### src/hdl/mwg_fifo.sv
module mwg_fifo #(
    parameter int DEPTH = 4,
    parameter int WIDTH = 32
) (
    input  logic             clk,
    input  logic             rst_n,
    input  logic             wr_en,
    input  logic [WIDTH-1:0] wr_data,
    output logic             full,
    input  logic             rd_en,
    output logic [WIDTH-1:0] rd_data,
    output logic             empty
);

    localparam int AW = (DEPTH > 1) ? $clog2(DEPTH) : 1;
    localparam int CW = $clog2(DEPTH + 1);

    logic [WIDTH-1:0] mem_reg [DEPTH];
    logic [AW-1:0]    wr_ptr_reg, wr_ptr_next;
    logic [AW-1:0]    rd_ptr_reg, rd_ptr_next;
    logic [CW-1:0]    count_reg, count_next;
    logic             do_wr, do_rd;

    assign full    = (count_reg == CW'(DEPTH));
    assign empty   = (count_reg == '0);
    assign do_wr   = wr_en && !full;
    assign do_rd   = rd_en && !empty;
    assign rd_data = mem_reg[rd_ptr_reg];

    always_comb
    begin
        wr_ptr_next = wr_ptr_reg;
        rd_ptr_next = rd_ptr_reg;
        count_next  = count_reg;
        if (do_wr)
        begin
            wr_ptr_next = (wr_ptr_reg == AW'(DEPTH - 1)) ? '0 : AW'(wr_ptr_reg + 1'b1);
        end
        if (do_rd)
        begin
            rd_ptr_next = (rd_ptr_reg == AW'(DEPTH - 1)) ? '0 : AW'(rd_ptr_reg + 1'b1);
        end
        if (do_wr && !do_rd)
        begin
            count_next = CW'(count_reg + 1'b1);
        end
        else if (do_rd && !do_wr)
        begin
            count_next = CW'(count_reg - 1'b1);
        end
    end

    always_ff @(posedge clk or negedge rst_n)
    begin
        if (!rst_n)
        begin
            wr_ptr_reg <= '0;
            rd_ptr_reg <= '0;
            count_reg  <= '0;
        end
        else
        begin
            wr_ptr_reg <= wr_ptr_next;
            rd_ptr_reg <= rd_ptr_next;
            count_reg  <= count_next;
        end
    end

    always_ff @(posedge clk)
    begin
        if (do_wr)
        begin
            mem_reg[wr_ptr_reg] <= wr_data;
        end
    end

endmodule

### config.mk
export PLATFORM = sky130hd
export DESIGN_NAME = mwg_fifo
export DESIGN_NICKNAME = d
export VERILOG_FILES = /design/src/hdl/mwg_fifo.sv
export SDC_FILE = /design/constraint.sdc
export NUM_CORES = 1
export LEC_CHECK = 0
export BUFFER_PORTS_ARGS = -buffer_cell sky130_fd_sc_hd__buf_2
export CAP_MARGIN = 25
export CORE_MARGIN = 2
export CORE_UTILIZATION = 56
export DETAILED_ROUTE_END_ITERATION = 12
export PLACE_DENSITY = 0.84
export SYNTH_ARGS = -nofsm -noshare
export SYNTH_HDL_FRONTEND = slang
export SYNTH_SLANG_ARGS = --single-unit
### constraint.sdc
create_clock -name clk -period 3.4 [get_ports clk]
set_input_delay 0 -clock clk [delete_from_list [all_inputs] [get_ports clk]]
set_output_delay 0 -clock clk [all_outputs]
set_load 0.02 [all_outputs]
==> results of run 1 <==
-- worst max-delay path, stage by stage (launching register included) --
cell and delay [ps]:
dfrtp_2 780, buf_4 320, mux4_2 550, buf_2 190
-- cells in the mapped netlist, types with 2 or more instances --
master | count | area (µm²)
inv_1 | 3 | 11.3
nor3_1 | 2 | 10.0
buf_6 | 4 | 45.0
nor2_1 | 3 | 11.3
and2_1 | 3 | 18.8
mux2_4 | 2 | 30.0
ha_1 | 6 | 75.1
xor2_1 | 2 | 17.5
edfxtp_1 | 128 | 3840
mux2_1 | 2 | 22.5
dfrtp_1 | 7 | 175
mux4_2 | 32 | 721
buf_2 | 3 | 15.0
-- worst min-delay path by stage --
stage / to / depth (start not counted)
floorplan: count_reg[0] / 0
global placement: count_reg[2] / 1
detailed placement: count_reg[2] / 1
CTS: mem_reg[2][23] / 2
global route: mem_reg[0][20] / 2
finish: mem_reg[0][23] / 2
-- power by group through the flow --
stage / combinational, µW / clock (µW) / sequential [µW]
final: 1630 / 1990 / 2480
after detailed placement: 1580 / 0 / 2520
after floorplan: 1280 / 0 / 2330
after CTS: 1630 / 2020 / 2490
after global placement: 1560 / 0 / 2480
after global routing: 1740 / 2090 / 2520
-- final cells by class --
cell class                      count  area, µm²
Sequential cell                   135       4020
Fill cell                         482       2210
Multi-Input combinational cell     59       1000
Timing Repair Buffer              108        741
Clock buffer                       18        418
Clock inverter                     13        228
Tap cell                          108        135
Inverter                            3       11.3
-- stage by stage --
stage / total power (µW) / hold WS, ps / cells / utilization [%] / setup slack (ps)
3_5_place_dp: 4100 / -154 / 376 / 63.1 / 1290
4_1_cts: 6140 / 219 / 443 / 74.6 / 988
3_3_place_gp: 4040 / -157 / 376 / 63.1 / 1380
6_report: 6100 / 246 / 444 / 74.8 / 1050
5_1_grt: 6350 / 225 / 444 / 74.8 / 894
2_1_floorplan: 3610 / -296 / 205 / - / 987
-- layer usage --
metal / part of all wire [%] / up-vias / wire length [µm] / global-route usage, %
met4: 0.45 / 0 / 42 / 6.32
met5: 0 / - / 0 / 0
li1: - / 1100 / - / -
met3: 3.7 / 2 / 353 / 6.68
met2: 52 / 68 / 4930 / 33.3
met1: 43 / 1246 / 4090 / 26.7
-- cell families (layout without fill, tap and decap cells) --
| logic type | after synthesis | after routing |
|---|---|---|
| xor+xnor | 3 | 3 |
| mux | 36 | 36 |
| compound gates | 2 | 2 |
| fa+ha+maj | 7 | 7 |
| buf+inv | 11 | 142 |
| simple gates | 11 | 11 |
| flops | 135 | 135 |
==> results_dict.tcl, run 1 <==
set metrics [dict create \
    synth_fp_nets 248 \
    insertion_delay_ps 500 \
    placed_area_mm2 0.00553 \
    core_area_mm2 0.00876 \
    synth-edff-count 128 \
    r2r-end "count_reg[2]" \
    worst_pin_slew_ps 885 \
    intPower_uw 4290 \
    critPathLaunchType "register" \
    syn_area_per_cell_um2 24.8 \
    cp.required_ps 3400 \
    rr_worst_depth 7 \
    max_freq_mhz 426 \
    synth_xor_area_share_pct 0.517 \
    grt_overflow 0 \
    ys_seq_area_share_pct 79.0 \
    endpoint "rd_data[26]" \
    cts.reportedPaths.clkPinSlew_ps 60 \
    layout_commonest_cell "edfxtp_1" \
    ant_nets 0 \
    setup-tns-final_ps 0 \
    cts_hold_buffers 36 \
    combPwrFrac_pct 26.7 \
    drv_cap 0 \
    skew_ps 12.3 \
    placementRows 34 \
    dieArea_mm2 0.00986 \
    r2r_slack_ps 1280 \
    r2r_start "count_reg[0]" \
    numCtsBuffers 17 \
    cp.arrival_ps 2350 \
    ys_dominant_reg_cell "edfxtp_1" \
    num_vias 2416 \
    antenna_cells 0 \
    critical_path_class "reg -> out" \
    mappedNetlistArea_mm2 0.00508 \
    power.density_mw_per_mm2 931 \
    hold_class "in -> reg" \
    largest_reg_flops 128 \
    die_w_um 99.3 \
    final_nets 367 \
    drtIter0Drc 147 \
    stdcell_area_mm2 0.00656 \
    critPathCaptureType "output port" \
    dieHeight_um 99.3 \
    power.switching_uw 1810 \
    synth_compound_area_share_pct 0.394 \
    wirelength_mm 9.42 \
    startpoint "rd_ptr_reg[0]" \
    slew_violations 0 \
    worst-path-max-fanout 21 \
    synth_mux_area_share_pct 15.2 \
    numClockSinks 135 \
    fin_crit_sh_pct 69.1 \
    track_usage_pct 20.5 \
    yosysUniqueCellTypes 21 \
    ioPinCount 70 \
    hp-start "wr_data[23]" \
    layout_common_cells "edfxtp_1, buf_2, dlygate4sd3_1, mux4_2, clkbuf_16" \
    syn-instance-count 205 \
    status "completed" \
    drive_gt1_share_pct 42.9 \
    cts_tree "yes" \
    fin_crit_ps 2350 \
    clkPwrFrac_pct 32.7 \
    ir_drop_mv 0.631 \
    hold_viol 0 \
    postCtsSetupRepairBufs 0 \
    drt_pass1_iterations 6 \
    p_seq_share_pct 40.6 \
    grt_max_degree 35 \
    drc 0 \
    initial_utilization_pct 58.0 \
    synth-adder-area-share_pct 1.87 \
    rsz0062_at_grt "false" \
    grt_pass1_wl_mm 14.3 \
    ys_ff_latch 135 \
    clockBufferDepth 2 \
    yosys_warnings 0 \
    synth-simple-area-share_pct 1.50 \
    syn2layout_area_growth_pct 28.9 \
    root_buffer "clkbuf_8" \
    swShare_pct 29.7 \
    grt_pass1_vias 2502 \
    cts_htree_levels 4 \
    routedWlPerCell_um 21.2 \
    dp_hpwl_mm 4.95 \
    cts_repair_resize_count 0 \
    setup_viol 0 \
    async_reset_ff_share_pct 5.19 \
    antenna_found_initial 0 \
    relSlewSlack_pct 41.0 \
    via_per_inst 5.44 \
    place.gp.congestion 0.710 \
    synth_top_family_by_area "multiplexers" \
    p_leak_uw 0.00235 \
    io_buffers 69 \
]
Note: power is estimated with default switching activity, not from simulation.
==> inputs of run 2 (changes only) <==
==> constraint.sdc (replaced) <==
create_clock -name clk -period 2.3 [get_ports clk]
set_input_delay 0 -clock clk [delete_from_list [all_inputs] [get_ports clk]]
set_output_delay 0 -clock clk [all_outputs]
set_load 0.02 [all_outputs]
==> results_dict.tcl, run 2 (synthesized netlist as in run 1, its figures left out) <==
set metrics [dict create \
    status "completed" \
    drive_gt1_share_pct 42.8 \
    routedWlPerCell_um 19.6 \
    cp_slowest_cell "dfrtp_1" \
    path_common_cell "xor2_1" \
    cp.arrival_ps 2550 \
    initial_utilization_pct 58.0 \
    drt_pass1_iterations 4 \
    io_buffers 69 \
    fin_crit_sh_pct 91.6 \
    rsz0062_at_grt "false" \
    grt_overflow 0 \
    worst-path-max-fanout 5 \
    power.density_mw_per_mm2 1330 \
    hold_class "in -> reg" \
    critical_path_buf_inv_count 1 \
    worst_pin_slew_ps 881 \
    crit_path_max_incr_delay_ps 470 \
    grt_pass1_wl_mm 14.0 \
    place.gp.congestion 0.701 \
    num_vias 2452 \
    wirelength_mm 8.76 \
    antenna_found_initial 0 \
    dieArea_mm2 0.00986 \
    cts.reportedPaths.clkPinSlew_ps 60 \
    post-route-util_pct 74.0 \
    stdcell_area_mm2 0.00649 \
    insertion_delay_ps 520 \
    setup_viol 0 \
    layout_common_cells "edfxtp_1, buf_2, dlygate4sd3_1, mux4_2, clkbuf_16" \
    crit_chain "o31ai_2 -> ha_1 -> inv_1 -> fa_1 -> xor2_1 -> nor2_1 -> xor2_1" \
    drtIter0Drc 149 \
    syn2layout_area_growth_pct 27.6 \
    die_w_um 99.3 \
    via_per_inst 5.49 \
    cp_top_family "adder cells" \
    numClockSinks 135 \
    dp_hpwl_mm 4.85 \
    layout_commonest_cell "edfxtp_1" \
    drc 0 \
    critPathLaunchType "register" \
    skew_ps 11.6 \
    hold_viol 0 \
    grt_max_degree 33 \
    fin_ws_ps 193 \
    critPathCaptureType "register" \
    dpl_worst_slack_ps 170 \
    track_usage_pct 19.8 \
    cp.required_ps 2740 \
    p_leak_uw 0.00232 \
    ir_drop_mv 1.10 \
    antenna_cells 0 \
    placed_area_mm2 0.00555 \
    fin_crit_ps 2110 \
    largest_reg_flops 128 \
    ioPinCount 70 \
    root_buffer "clkbuf_8" \
    cts_tree "yes" \
    critical_path_class "reg -> reg" \
    relSlewSlack_pct 41.3 \
    drv_cap 0 \
    grt_pass1_vias 2661 \
    slew_violations 0 \
    final_nets 369 \
    cts_htree_levels 4 \
    core_area_mm2 0.00876 \
    setup-tns-final_ps 0 \
    numCtsBuffers 17 \
    max_freq_mhz 475 \
    ant_nets 0 \
    placementRows 34 \
    dieHeight_um 99.3 \
    clockBufferDepth 2 \
]
==> run 2: cell count changes in the layout (fill, tap and decap cells not counted), sizes merged <==
cell | before | now
bufinv | 6 | 3
buf | 72 | 74
clkinv | 5 | 7
clkinvlp | 1 | 3
==> run 2: per-stage QoR <==
step                hold slack, ps  cells  power (µW)
floorplan                     -296    205        5340
global placement              -158    379        5990
detailed placement            -156    379        6070
CTS                            214    447        8730
global route                   219    447        9020
finish                         235    447        8640
==> run 2: worst paths after layout <==
check / from / end / slack, ps / depth (start not counted)
worst max register to register: count_reg[0] / count_reg[2] / 190 / 7
worst min-delay path: wr_data[3] / mem_reg[2][3] / 230 / 2
worst max-delay path: count_reg[0] / count_reg[2] / 190 / 7
max in group asynchronous: rst_n / rd_ptr_reg[0] / 1570 / 3
min in group asynchronous: rst_n / count_reg[2] / 450 / 3
worst min register to register: count_reg[2] / count_reg[2] / 560 / 1
==> run 2: power breakdown <==
part	internal [µW]	total, µW	switching [µW]
clock	1630	2590	960
combinational	1100	2500	1400
sequential	3270	3540	274
total	6010	8640	2630
==> run 2: area by class of cell <==
cell class / count / area [µm²]
Clock buffer: 18 / 418
Multi-Input combinational cell: 59 / 1000
Timing Repair Buffer: 110 / 743
Inverter: 3 / 11.3
Fill cell: 499 / 2280
Clock inverter: 14 / 156
Sequential cell: 135 / 4020
Tap cell: 108 / 135
==> run 2: timing repair <==
action,in CTS,in global routing
hold buffers,36,0
endpoints found under the hold margin,140,0
resized for setup,0,0
setup buffers,0,0
==> run 2: metal layers <==
layer | global-route usage [%] | part of all wire [%]
met2 | 31.2 | 51
met3 | 6.89 | 4.6
met4 | 6.64 | 0.22
met5 | 0 | 0
met1 | 26.2 | 44
==> run 2: worst register-to-register path, delay by kind of cell (launching register included) <==
kind,cells,cell delay [ps]
simple gates,1,110
xor+xnor,2,330
fa+ha+maj,2,640
buf+inv,1,70
flops,1,470
compound gates,1,410
==> inputs of run 3 (changes only) <==
--- a/config.mk
+++ b/config.mk
@@ -8,9 +8,9 @@
 export BUFFER_PORTS_ARGS = -buffer_cell sky130_fd_sc_hd__buf_2
 export CAP_MARGIN = 25
 export CORE_MARGIN = 2
-export CORE_UTILIZATION = 56
+export CORE_UTILIZATION = 43
 export DETAILED_ROUTE_END_ITERATION = 12
-export PLACE_DENSITY = 0.84
+export PLACE_DENSITY = 0.69
 export SYNTH_ARGS = -nofsm -noshare
 export SYNTH_HDL_FRONTEND = slang
 export SYNTH_SLANG_ARGS = --single-unit
==> results_dict.tcl, run 3 (synthesized netlist as in run 1, its figures left out) <==
set metrics [dict create \
    worst_pin_slew_ps 598 \
    cp.arrival_ps 2090 \
    routedWlPerCell_um 17.9 \
    grt_max_degree 29 \
    drt_pass1_iterations 4 \
    cp_top_family "flip-flops" \
    initial_utilization_pct 44.3 \
    place.gp.congestion 0.723 \
    crit_path_max_incr_delay_ps 690 \
    critPathCaptureType "output port" \
    relSlewSlack_pct 60.1 \
    cp.required_ps 2300 \
    critical_path_class "reg -> out" \
    worst-path-max-fanout 16 \
    dieArea_mm2 0.0127 \
    grt_pass1_vias 2648 \
    setup-tns-final_ps 0 \
    cp_slowest_cell "dfrtp_2" \
    hold_viol 0 \
    slew_violations 0 \
    antenna_found_initial 0 \
    status "completed" \
    ant_nets 0 \
    ir_drop_mv 0.821 \
    fin_crit_sh_pct 90.8 \
    core_area_mm2 0.0115 \
    layout_common_cells "edfxtp_1, buf_2, dlygate4sd3_1, mux4_2, clkbuf_16" \
    skew_ps 7.99 \
    placementRows 39 \
    setup_viol 0 \
    antenna_cells 0 \
    syn2layout_area_growth_pct 31.9 \
    wirelength_mm 8.68 \
    largest_reg_flops 128 \
    placed_area_mm2 0.00568 \
    ioPinCount 70 \
    power.density_mw_per_mm2 1370 \
    die_w_um 113 \
    cts.reportedPaths.clkPinSlew_ps 60 \
    insertion_delay_ps 410 \
    via_per_inst 4.98 \
    final_nets 372 \
    track_usage_pct 15.2 \
    dieHeight_um 113 \
    critPathLaunchType "register" \
    drtIter0Drc 130 \
    num_vias 2414 \
    drv_cap 0 \
    fin_crit_ps 2090 \
    grt_overflow 0 \
    root_buffer "clkbuf_16" \
    hold_class "in -> reg" \
    dp_hpwl_mm 5.25 \
    cts_repair_resize_count 0 \
    p_leak_uw 0.00241 \
    layout_commonest_cell "edfxtp_1" \
    rsz0062_at_grt "false" \
    numCtsBuffers 17 \
    cts_htree_levels 4 \
    clockBufferDepth 2 \
    fill_cells 843 \
    crit_chain "buf_4 -> mux4_2 -> buf_2" \
    drc 0 \
    max_freq_mhz 479 \
    io_buffers 69 \
    critical_path_buf_inv_count 2 \
    cts_tree "yes" \
    numClockSinks 135 \
    grt_pass1_wl_mm 14.1 \
    stdcell_area_mm2 0.00671 \
    drive_gt1_share_pct 44.4 \
]
run 3: final cells by class:
| class | count | area [µm²] | area share (%) |
|---|---|---|---|
| clock inverter | 15 | 256 | 3.82 |
| clock buffer | 17 | 425 | 6.34 |
| tap | 143 | 179 | 2.67 |
| sequential | 135 | 4020 | 60.0 |
| multi-input combinational | 59 | 1000 | 14.9 |
| timing repair buffer | 113 | 811 | 12.1 |
| inverter | 3 | 11.3 | 0.168 |
run 3: power breakdown:
group | switching [µW] | internal [µW] | total, µW
logic | 1360 | 1190 | 2550
registers | 316 | 3260 | 3570
clock network | 960 | 2130 | 3090
total | 2640 | 6580 | 9210
run 3: worst reg2reg max path, stage by stage, from the launching register on:
cell	delay, ps
dfrtp_1	470
nor3b_4	350
nor2b_4	100
ha_1	240
inv_1	90
fa_1	400
mux2_1	290
run 3: layer usage:
metal | vias to the layer above | track usage (%) | share of wire (%)
li1 | 1114 | - | -
met2 | 59 | 23.8 | 50
met1 | 1229 | 19.5 | 44
met4 | 0 | 6.91 | 1.5
met5 | - | 0 | 0
met3 | 12 | 5.09 | 4.3
run 3: final timing paths:
check,cells past startpoint,slack [ps],from,end
hold / removal,4,30,rd_en,rd_ptr_reg[0]
hold reg to reg,1,530,count_reg[2],count_reg[2]
setup reg to reg,6,240,count_reg[0],count_reg[1]
setup / recovery,3,210,rd_ptr_reg[0],rd_data[31]
min in group asynchronous,3,540,rst_n,count_reg[1]
max in group asynchronous,3,1470,rst_n,rd_ptr_reg[0]
run 3: what timing repair did:
item | 4_1_cts | 5_1_grt
setup endpoints to repair | 0 | 0
hold buffers | 34 | 0
hold endpoints to repair | 135 | 0
setup buffers | 0 | 0
run 3: metrics by stage:
step                      hold slack (ps)  util (%)  cells  power (µW)  worst slack [ps]
final                                34.6      58.5    485        9210               212
after global placement               -151      49.6    419        6150               314
after floorplan                      -296         -    205        5340               254
after detailed placement             -151      49.6    419        6200               240
after global routing                 39.4      58.5    485        9660              46.8
after CTS                            14.9      58.5    485        9340               119
